[config.mk]
export PLATFORM = sky130hd
export DESIGN_NAME = sem_fifo
export DESIGN_NICKNAME = d
export VERILOG_FILES = /design/src/sv/sem_fifo.sv
export SDC_FILE = /design/constraint.sdc
export NUM_CORES = 1
export LEC_CHECK = 0
export BUFFER_PORTS_ARGS = -buffer_cell sky130_fd_sc_hd__buf_2
export CORE_AREA = 2 2 39 41
export CTS_BUF_LIST = sky130_fd_sc_hd__clkbuf_8 sky130_fd_sc_hd__clkbuf_16
export CTS_CLUSTER_DIAMETER = 40
export DETAILED_ROUTE_END_ITERATION = 7
export DIE_AREA = 0 0 41 43
export GPL_ROUTABILITY_DRIVEN = 0
export PLACE_DENSITY = 0.38
export SLEW_MARGIN = 5
export SYNTH_ARGS = -nofsm -noshare
export SYNTH_HDL_FRONTEND = slang
export SYNTH_SLANG_ARGS = --single-unit
[constraint.sdc]
create_clock -name i_clk -period 4.51 [get_ports i_clk]
set_input_delay 0.451 -clock i_clk [delete_from_list [all_inputs] [get_ports i_clk]]
set_output_delay 0.451 -clock i_clk [all_outputs]
set_load 0.02 [all_outputs]
[src/sv/sem_fifo.sv]
// Small register queue between stages.
module sem_fifo #(
    parameter type T     = logic,
    parameter int  DEPTH = 2
) (
    input  logic i_clk,
    input  logic i_rst_n,
    input  logic i_push,
    input  T     i_data,
    output logic o_full,
    input  logic i_pop,
    output T     o_data,
    output logic o_empty
);
    localparam int PW = (DEPTH > 1) ? $clog2(DEPTH) : 1;
    localparam int NW = $clog2(DEPTH + 1);

    T              r_mem [DEPTH];
    logic [PW-1:0] r_wr;
    logic [PW-1:0] r_rd;
    logic [NW-1:0] r_cnt;
    logic          do_push;
    logic          do_pop;

    assign o_full  = (r_cnt == NW'(DEPTH));
    assign o_empty = (r_cnt == '0);
    assign do_push = i_push && !o_full;
    assign do_pop  = i_pop && !o_empty;
    assign o_data  = r_mem[r_rd];

    always_ff @(posedge i_clk) begin
        if (do_push) begin
            r_mem[r_wr] <= i_data;
        end
    end

    always_ff @(posedge i_clk) begin
        if (!i_rst_n) begin
            r_wr  <= '0;
            r_rd  <= '0;
            r_cnt <= '0;
        end else begin
            if (do_push) begin
                r_wr <= (r_wr == PW'(DEPTH - 1)) ? '0 : r_wr + 1'b1;
            end
            if (do_pop) begin
                r_rd <= (r_rd == PW'(DEPTH - 1)) ? '0 : r_rd + 1'b1;
            end
            if (do_push && !do_pop) begin
                r_cnt <= r_cnt + 1'b1;
            end else if (do_pop && !do_push) begin
                r_cnt <= r_cnt - 1'b1;
            end
        end
    end
endmodule

==> results by group <==
Critical path
  – Crit-path max cell delay: 410 ps
  – CP Data Arrival Time: 1750 ps
  – CP required: 4670 ps
  – Top Family by Delay on Critical Path: simple AND/OR/NAND/NOR gates
  – CP max-delay cell: dfxtp_1
  – CP bufs+invs: 1
  – Worst-path cell chain: nand2b_1 -> inv_2 -> nor2_1 -> ha_1 -> or3_1 -> a21boi_1
  – Critical path fanouts, max: 5
  – Kind of critical path: reg2reg
  – Crit end category: flip-flop
  – Setup crit start kind: flip-flop

Timing
  – Worst Max-Slew Pin Slew: 208 ps
  – Clock skew: 2.40 ps
  – Setup TNS: 0 ps
  – Final setup vio count: 0
  – Rel. slew slack: 0.860
  – RSZ-0062 raised after global routing: no
  – Final Hold Fails: 0
  – Fin crit share: 0.352
  – Count of final max-slew check failures: 0
  – Setup WS post-layout: 2920 ps
  – Max frequency: 630 MHz
  – Minimum clock period: 1590 ps

Final layout
  – Commonest non-fill, non-tap cell in the layout: buf_2
  – Register Area: 160 um^2
  – Layout filler cell count: 145
  – Diode count: 0
  – Final Util: 0.293
  – Layout Cells excl Fill: 55
  – Fin nets: 46
  – Area of the multi-input gates: 138 um^2
  – Area Growth Syn to Fin: 32.8%
  – Finished Cell Area: 405 um^2
  – Most frequent cells in the layout: 7 x buf_2, 5 x dfxtp_1, 3 x and2_1, 3 x clkbuf_8
  – Layout cell share with drive strength beyond 1: 0.333

Clocking
  – PostCTS Resize Cnt: 0
  – CTS buffer count: 3
  – Clk buf depth: 2
  – Clock latency on the worst-skew pair: 230 ps
  – CTS hold repair buffers: 0
  – Clock net sink count: 7
  – H-tree depth: 1
  – CTS tree: yes
  – CTS Root Buffer Type: clkbuf_8
  – Postcts setup bufs: 0
  – Clock transition at path regs: 40 ps

Drt
  – DR pass1 iterations: 3
  – Routed wire length: 501 um
  – Vias per Instance: 4.05
  – Routed wire per std cell: 9.11 um
  – Vias: 223
  – Antenna-violating nets left: 0
  – DRC violations left: 0
  – DRC marker count from the first detailed-route iteration: 3

Placed design
  – Dpl cells: 51
  – Port bufs: 7
  – Post-DP Area: 360 um^2
  – Post-Place Setup Slack: 2930 ps
  – Post-DP HPWL: 369 um

Synthesis
  – Synthesis warning total: 0
  – Seq cells post-synth: 7
  – Sequential element share of the synthesized area: 0.525
  – Area leader, netlist: dfxtp_1
  – Yosys cell types: 19
  – Mapped Area: 305 um^2
  – Post-Syn Nets: 34
  – Share of the synthesized area in the top cell type: 0.328
  – Synth top area cells: dfxtp_1 33%, edfxtp_1 20%, and2_1 6.1%
  – Cells after synthesis: 28
  – Average size of a mapped cell: 10.9 um^2

Min path
  – Min-Delay Path Class: in2reg

Floorplan
  – Row count: 14
  – Initial core utilization: 0.221
  – Die Area: 1760 um^2
  – Core area: 1380 um^2
  – Width of the die: 41 um
  – I/O pin total: 8
  – DIE HEIGHT: 43 um

GRT
  – Vias in the first global route: 200
  – Global-route wire length before repair: 786 um
  – Grt total ovfl: 0
  – Initial antenna violation count: 0
  – Pin count of the biggest net entering global routing: 6
  – Overall Global Routing Usage: 0.0776

Job
  – Max-cap violations: 0

Outcome
  – Status: finished, final reports clean

Power and ir drop
  – Pwr Density: 705 nW/um^2
  – Leakage: 0.000180 uW
  – Maximum VDD drop: 0.193 mV
## metal layers
metal / GRT usage / vias up / part of all wire
met2: 0.106 / 5 / 0.52
met5: 0 / - / 0
li1: - / 117 / -
met3: 0.0524 / 2 / 0.066
met4: 0.100 / 0 / 0.026
met1: 0.0586 / 99 / 0.39
## synth_stat cells
cell / n
nor2_1: 2
nand2b_1: 1
a21boi_0: 1
and2_1: 3
edfxtp_1: 2
nor3_2: 1
ha_1: 1
o21ai_0: 1
inv_2: 1
a21boi_1: 1
or3_1: 1
o21ai_1: 1
xor2_1: 1
o21a_1: 1
dfxtp_1: 5
and3_1: 1
inv_1: 1
mux2_2: 1
xnor2_1: 2
## per-stage QoR
stage	total power, uW	hold WS (ps)
global placement	197	502
detailed placement	201	521
global route	305	411
finish	286	413
floorplan	176	483
CTS	291	407
## cells by family (layout without fill, tap and decap cells)
kind of cell,count (synthesis),count (layout),share of synthesized area
adders and majority gates,1,1,0.0410
xor gates and xnor gates,3,3,0.0861
buffers and inverters,2,13,0.0246
AOI/OAI and AO/OA,5,5,0.107
DFF,7,7,0.525
and+or+nand+nor,9,9,0.180
muxes,1,1,0.0369
## final timing paths
| check | from | to | slack, ps | depth (start not counted) |
|---|---|---|---|---|
| setup reg to reg | r_cnt[0] | r_cnt[1] | 2920 | 6 |
| hold / removal | i_data | r_mem[0] | 410 | 1 |
| hold reg to reg | r_cnt[1] | r_cnt[1] | 530 | 2 |
| setup / recovery | r_cnt[0] | r_cnt[1] | 2920 | 6 |
## area by class of cell
class | count | area share
well taps | 16 | 0.0494
multi-input cells | 19 | 0.340
inverters | 2 | 0.0185
clock inverters | 1 | 0.00926
repair buffers | 7 | 0.0864
flip-flops and latches | 7 | 0.395
clock buffers | 3 | 0.102
## power breakdown
| group | internal (uW) | switching (uW) |
|---|---|---|
| Sequential | 84.6 | 14.5 |
| Clock | 58.9 | 27.9 |
| Combinational | 47.8 | 52.1 |
| Total | 191 | 94.5 |
No activity file was read; power rests on OpenSTA's default activity.
