==> src/sv/sem_pkg.sv <==
// Shared types and constants for the Sobel edge magnitude block.
package sem_pkg;

    localparam int CFG_INDEX_W = 1;
    localparam int CFG_DATA_W  = 13;

    localparam logic [CFG_INDEX_W-1:0] CFG_IMAGE_WIDTH  = 1'd0;
    localparam logic [CFG_INDEX_W-1:0] CFG_IMAGE_HEIGHT = 1'd1;

    localparam logic [10:0] RESET_WIDTH  = 11'd640;
    localparam logic [12:0] RESET_HEIGHT = 13'd480;

    localparam logic [21:0] SAT_LIMIT = 22'd65280;
    localparam logic [7:0]  EDGE_MAX  = 8'd255;

    typedef struct packed {
        logic       action;
        logic [7:0] blue_in;
        logic [7:0] green_in;
        logic [7:0] red_in;
    } t_pixel_in;

    typedef struct packed {
        logic [7:0] blue_edge;
        logic [7:0] green_edge;
        logic [7:0] red_edge;
        logic       frame_end;
    } t_edge_out;

    typedef struct packed {
        logic [7:0] red;
        logic [7:0] green;
        logic [7:0] blue;
    } t_rgb;

    typedef struct packed {
        t_rgb [8:0] pix;
        logic       frame_end;
    } t_job;

    typedef enum logic [1:0] {
        FS_ACCEPT,
        FS_UPDATE,
        FS_EMIT
    } t_front_state;

    typedef enum logic [2:0] {
        BS_IDLE,
        BS_GRAD,
        BS_SQUARE,
        BS_ROOT,
        BS_ROUND,
        BS_OUT
    } t_back_state;

endpackage

==> src/sv/sem_back.sv <==
// Back end: Sobel gradients, squared sum and rounded integer root per channel.
module sem_back (
    input  logic               i_clk,
    input  logic               i_rst_n,
    input  logic               i_job_empty,
    input  sem_pkg::t_job      i_job,
    output logic               o_job_pop,
    output logic               o_res_push,
    output sem_pkg::t_edge_out o_res,
    input  logic               i_res_full
);
    sem_pkg::t_back_state r_st, n_st;

    sem_pkg::t_job      r_job;
    logic signed [10:0] r_gx [3];
    logic signed [10:0] r_gy [3];
    logic [15:0]        r_rad [3];
    logic               r_sat [3];
    logic [8:0]         r_rem [3];
    logic [7:0]         r_root [3];
    logic [7:0]         r_edge [3];
    logic [2:0]         r_cnt;

    logic [23:0]        pw [9];
    logic [7:0]         v [9];
    logic [10:0]        gpx, gnx, gpy, gny;
    logic signed [10:0] gx_c [3];
    logic signed [10:0] gy_c [3];
    logic signed [21:0] sqx, sqy;
    logic [21:0]        ssum [3];
    logic [10:0]        rem_sh [3];
    logic [10:0]        trial [3];
    logic [8:0]         q [3];

    always_comb begin
        for (int k = 0; k < 9; k++) begin
            pw[k] = r_job.pix[k];
        end
        for (int c = 0; c < 3; c++) begin
            for (int k = 0; k < 9; k++) begin
                v[k] = pw[k][8*c +: 8];
            end
            gpx = {3'b0, v[2]} + {2'b0, v[5], 1'b0} + {3'b0, v[8]};
            gnx = {3'b0, v[0]} + {2'b0, v[3], 1'b0} + {3'b0, v[6]};
            gpy = {3'b0, v[6]} + {2'b0, v[7], 1'b0} + {3'b0, v[8]};
            gny = {3'b0, v[0]} + {2'b0, v[1], 1'b0} + {3'b0, v[2]};
            gx_c[c] = $signed(gpx - gnx);
            gy_c[c] = $signed(gpy - gny);
            sqx = r_gx[c] * r_gx[c];
            sqy = r_gy[c] * r_gy[c];
            ssum[c] = $unsigned(sqx) + $unsigned(sqy);
            rem_sh[c] = {r_rem[c], r_rad[c][15:14]};
            trial[c]  = {1'b0, r_root[c], 2'b01};
            q[c] = {1'b0, r_root[c]} + 9'({1'b0, r_root[c]} < r_rem[c]);
        end
    end

    assign o_res.blue_edge  = r_edge[0];
    assign o_res.green_edge = r_edge[1];
    assign o_res.red_edge   = r_edge[2];
    assign o_res.frame_end  = r_job.frame_end;

    always_comb begin
        n_st       = r_st;
        o_job_pop  = 1'b0;
        o_res_push = 1'b0;
        case (r_st)
            sem_pkg::BS_IDLE: begin
                if (!i_job_empty) begin
                    o_job_pop = 1'b1;
                    n_st      = sem_pkg::BS_GRAD;
                end
            end
            sem_pkg::BS_GRAD:   n_st = sem_pkg::BS_SQUARE;
            sem_pkg::BS_SQUARE: n_st = sem_pkg::BS_ROOT;
            sem_pkg::BS_ROOT: begin
                if (r_cnt == 3'd7) begin
                    n_st = sem_pkg::BS_ROUND;
                end
            end
            sem_pkg::BS_ROUND:  n_st = sem_pkg::BS_OUT;
            sem_pkg::BS_OUT: begin
                if (!i_res_full) begin
                    o_res_push = 1'b1;
                    n_st       = sem_pkg::BS_IDLE;
                end
            end
            default: n_st = sem_pkg::BS_IDLE;
        endcase
    end

    always_ff @(posedge i_clk) begin
        if (!i_rst_n) begin
            r_st  <= sem_pkg::BS_IDLE;
            r_cnt <= '0;
        end else begin
            r_st <= n_st;
            if (r_st == sem_pkg::BS_ROOT) begin
                r_cnt <= r_cnt + 1'b1;
            end else begin
                r_cnt <= '0;
            end
        end
    end

    always_ff @(posedge i_clk) begin
        if (o_job_pop) begin
            r_job <= i_job;
        end
        for (int c = 0; c < 3; c++) begin
            case (r_st)
                sem_pkg::BS_GRAD: begin
                    r_gx[c] <= gx_c[c];
                    r_gy[c] <= gy_c[c];
                end
                sem_pkg::BS_SQUARE: begin
                    r_sat[c]  <= (ssum[c] > sem_pkg::SAT_LIMIT);
                    r_rad[c]  <= ssum[c][15:0];
                    r_rem[c]  <= '0;
                    r_root[c] <= '0;
                end
                sem_pkg::BS_ROOT: begin
                    r_rad[c] <= {r_rad[c][13:0], 2'b00};
                    if (rem_sh[c] >= trial[c]) begin
                        r_rem[c]  <= 9'(rem_sh[c] - trial[c]);
                        r_root[c] <= {r_root[c][6:0], 1'b1};
                    end else begin
                        r_rem[c]  <= rem_sh[c][8:0];
                        r_root[c] <= {r_root[c][6:0], 1'b0};
                    end
                end
                sem_pkg::BS_ROUND: begin
                    r_edge[c] <= (r_sat[c] || q[c][8]) ? sem_pkg::EDGE_MAX : q[c][7:0];
                end
                default: begin
                end
            endcase
        end
    end
endmodule

==> config.mk <==
export PLATFORM = sky130hd
export DESIGN_NAME = sem_back
export DESIGN_NICKNAME = d
export VERILOG_FILES = /design/src/sv/sem_pkg.sv /design/src/sv/sem_back.sv
export SDC_FILE = /design/constraint.sdc
export NUM_CORES = 2
export LEC_CHECK = 0
export ABC_CLOCK_PERIOD_IN_PS = 56300
export BUFFER_PORTS_ARGS = -buffer_cell sky130_fd_sc_hd__buf_2
export CAP_MARGIN = 10
export CORE_ASPECT_RATIO = 1.2
export CORE_MARGIN = 4
export CORE_UTILIZATION = 63
export CTS_CLUSTER_DIAMETER = 30
export DETAILED_ROUTE_END_ITERATION = 6
export GPL_ROUTABILITY_DRIVEN = 0
export PLACE_DENSITY_LB_ADDON = 0.12
export SYNTH_ARGS = -nofsm -noshare
export SYNTH_HDL_FRONTEND = slang
export SYNTH_SLANG_ARGS = --single-unit
==> constraint.sdc <==
create_clock -name i_clk -period 56.3 [get_ports i_clk]
set_clock_uncertainty 0.1 [all_clocks]
set_input_delay 8.445 -clock i_clk [delete_from_list [all_inputs] [get_ports i_clk]]
set_output_delay 8.445 -clock i_clk [all_outputs]
set_load 0.03 [all_outputs]
==> results.sh <==
export IMPL_status="finished, final reports clean"
export IMPL_dp_cells=5541
export IMPL_fmax_mhz=54.7
export IMPL_holdPathEnd="r_cnt[0]"
export IMPL_timing_hold_ws_ns=0.313
export IMPL_fillers=5531
export IMPL_antenna_found_initial=9
export IMPL_vias=29200
export IMPL_num_io_pins=248
export IMPL_clockBufferDepth=3
export IMPL_tightest_slew_ns=0.901
export IMPL_finalHoldViolations=0
export IMPL_r2r_start="r_gx[0][10]"
export IMPL_syn_to_final_growth_pct=10.1
export IMPL_ff2ff_setup_slack_ns=48.65
export IMPL_max_slew_margin=0.399
export IMPL_cts_buffers=78
export IMPL_path_clk_slew_ns=0.05
export IMPL_multiInputGateArea_mm2=0.0306
export IMPL_cap_violations=0
export IMPL_post_cts_buffers=0
export IMPL_dieArea_mm2=0.0797
export IMPL_synth_edf_count=383
export IMPL_setup_tns_final_ns=0
export IMPL_track_usage=0.250
export IMPL_hold_depth=1
export IMPL_critPathArrivalTime_ns=9.74
export IMPL_seq_area_frac_synth=0.246
export IMPL_drc=0
export IMPL_rsz0062_at_grt="false"
export IMPL_root_buffer="clkbuf_16"
export IMPL_firstDrtPassIters=5
export IMPL_finalWirelength_um=92100
export IMPL_required_ns=47.76
export IMPL_path_class="in -> out"
export IMPL_die_y_um=308
export IMPL_min_period_ns=18.28
export IMPL_grt_max_degree=79
export IMPL_ys_flop_type="edfxtp_1"
export IMPL_synth_nets=5896
export IMPL_min_period_over_period=0.325
export IMPL_clkSinkCount=391
export IMPL_start_util=0.640
export IMPL_cts_max_level=3
export IMPL_nNetsFinal=6130
export IMPL_drt_initial_drc_count=1148
export IMPL_min_path_type="reg -> reg"
export IMPL_crit_path_start_kind="primary input"
export IMPL_worstHoldStart="r_cnt[0]"
export IMPL_clk_latency_ns=0.64
export IMPL_overflow=0
export IMPL_final_common_cell="inv_1"
export IMPL_die_w_um=258
export IMPL_place_port_buffers=223
export IMPL_rr_worst_depth=21
export IMPL_seq_area_mm2=0.0117
export IMPL_crit_path_end_kind="output pin"
export IMPL_synth_cell_area_mm2=0.0474
export IMPL_grt_pass1_wl_um=158000
export IMPL_async_reset_ff_frac=0
export IMPL_final_cell_count_no_fill=5692
export IMPL_syn_avg_cell_area_um2=10.8
export IMPL_ant_nets=0
export IMPL_cts_tree="done"
export IMPL_grt_pass1_vias=33400
export IMPL_cp_max_fo=54
export IMPL_wl_per_cell_um=16.2
export IMPL_drive_gt1_frac=0.0849
export IMPL_hold_buffers=0
export IMPL_vias_per_cell=5.13
export IMPL_ys_types=67
export IMPL_setup_viol=0
export IMPL_placementRows=109
export IMPL_ys_seq_elements=391
export IMPL_yosysWarnings=0
export IMPL_netlist_instances=4390
export IMPL_core_area_mm2=0.0741
export IMPL_dp_hpwl_um=76400
export IMPL_cts_resized=0
export IMPL_slew_violations=0
export IMPL_layout_common_cells="inv_1 (1297), fa_1 (895), ha_1 (390)"
export IMPL_r2r_end="r_sat[0][0]"
synth_stat cells (all sizes together), types with 72 or more instances:
cell / instances / area share
inv: 1298 / 0.10
fa: 895 / 0.38
ha: 390 / 0.10
edfxtp: 383 / 0.24
nand2: 297 / 0.024
nor2: 189 / 0.015
xnor2: 145 / 0.027
and2: 107 / 0.014
a21oi: 90 / 0.0095
nor2b: 86 / 0.011
clkbuf: 80 / 0.0063
o21ai: 72 / 0.0076
layout make-up:
class	instances	share of cell area
clock inverters	62	0.0120
diodes	6	0.000288
repair buffers	237	0.0234
flip-flops and latches	391	0.223
inverters	1298	0.0934
well taps	999	0.0240
multi-input cells	2618	0.585
clock buffers	81	0.0380
sequential cells by signal (all words and copies together), names as in the netlist:
register and flops:
r_rad 48, r_gy 33, o_res 1, r_sat 3, r_gx 33, r_root 24, pw 192, r_edge 24
r_cnt 3, r_st 3, r_rem 27
stage by stage:
stage | setup slack, ns | utilization | area, um^2
finish | 38.02 | 0.705 | 52200
global placement | 38.02 | 0.669 | 49500
detailed placement | 37.97 | 0.669 | 49500
global route | 37.88 | 0.704 | 52200
floorplan | 20.40 | - | 47400
CTS | 37.96 | 0.704 | 52200
kinds of logic (layout without fill, tap and decap cells):
kind of cell / after synthesis / count (layout) / synth area share
buf+inv: 1381 / 1678 / 0.110
fa+ha+maj: 1285 / 1285 / 0.481
simple gates: 799 / 799 / 0.0795
flops: 391 / 391 / 0.246
compound gates: 334 / 334 / 0.0462
xor+xnor: 179 / 179 / 0.0331
mux: 21 / 21 / 0.00452
other cells: 0 / 6 / 0
layer usage:
layer / part of all wire / GRT usage / wire, um / vias up
met1: 0.37 / 0.286 / 33900 / 14700
met3: 0.046 / 0.0390 / 4270 / 214
met5: 0 / 0 / 0 / -
met2: 0.54 / 0.470 / 50000 / 617
met4: 0.042 / 0.0955 / 3850 / 0
li1: - / - / - / 13700
worst max-delay path, stage by stage:
cell    delay [ns]
buf_2         0.11
nor4_2        0.19
buf_4         0.64
buf_2         0.32
how the worst max path moves through the flow:
| stage | end | from | cells past startpoint |
|---|---|---|---|
| 4_1_cts | o_job_pop | i_job_empty | 4 |
| 2_1_floorplan | o_job_pop | i_job_empty | 1 |
| 6_report | o_job_pop | i_job_empty | 4 |
| 3_5_place_dp | o_job_pop | i_job_empty | 4 |
| 3_3_place_gp | o_job_pop | i_job_empty | 4 |
| 5_1_grt | o_job_pop | i_job_empty | 4 |
Power is not shown: default switching activity piles up to over one toggle a cycle in this logic, so the estimate is an artifact.
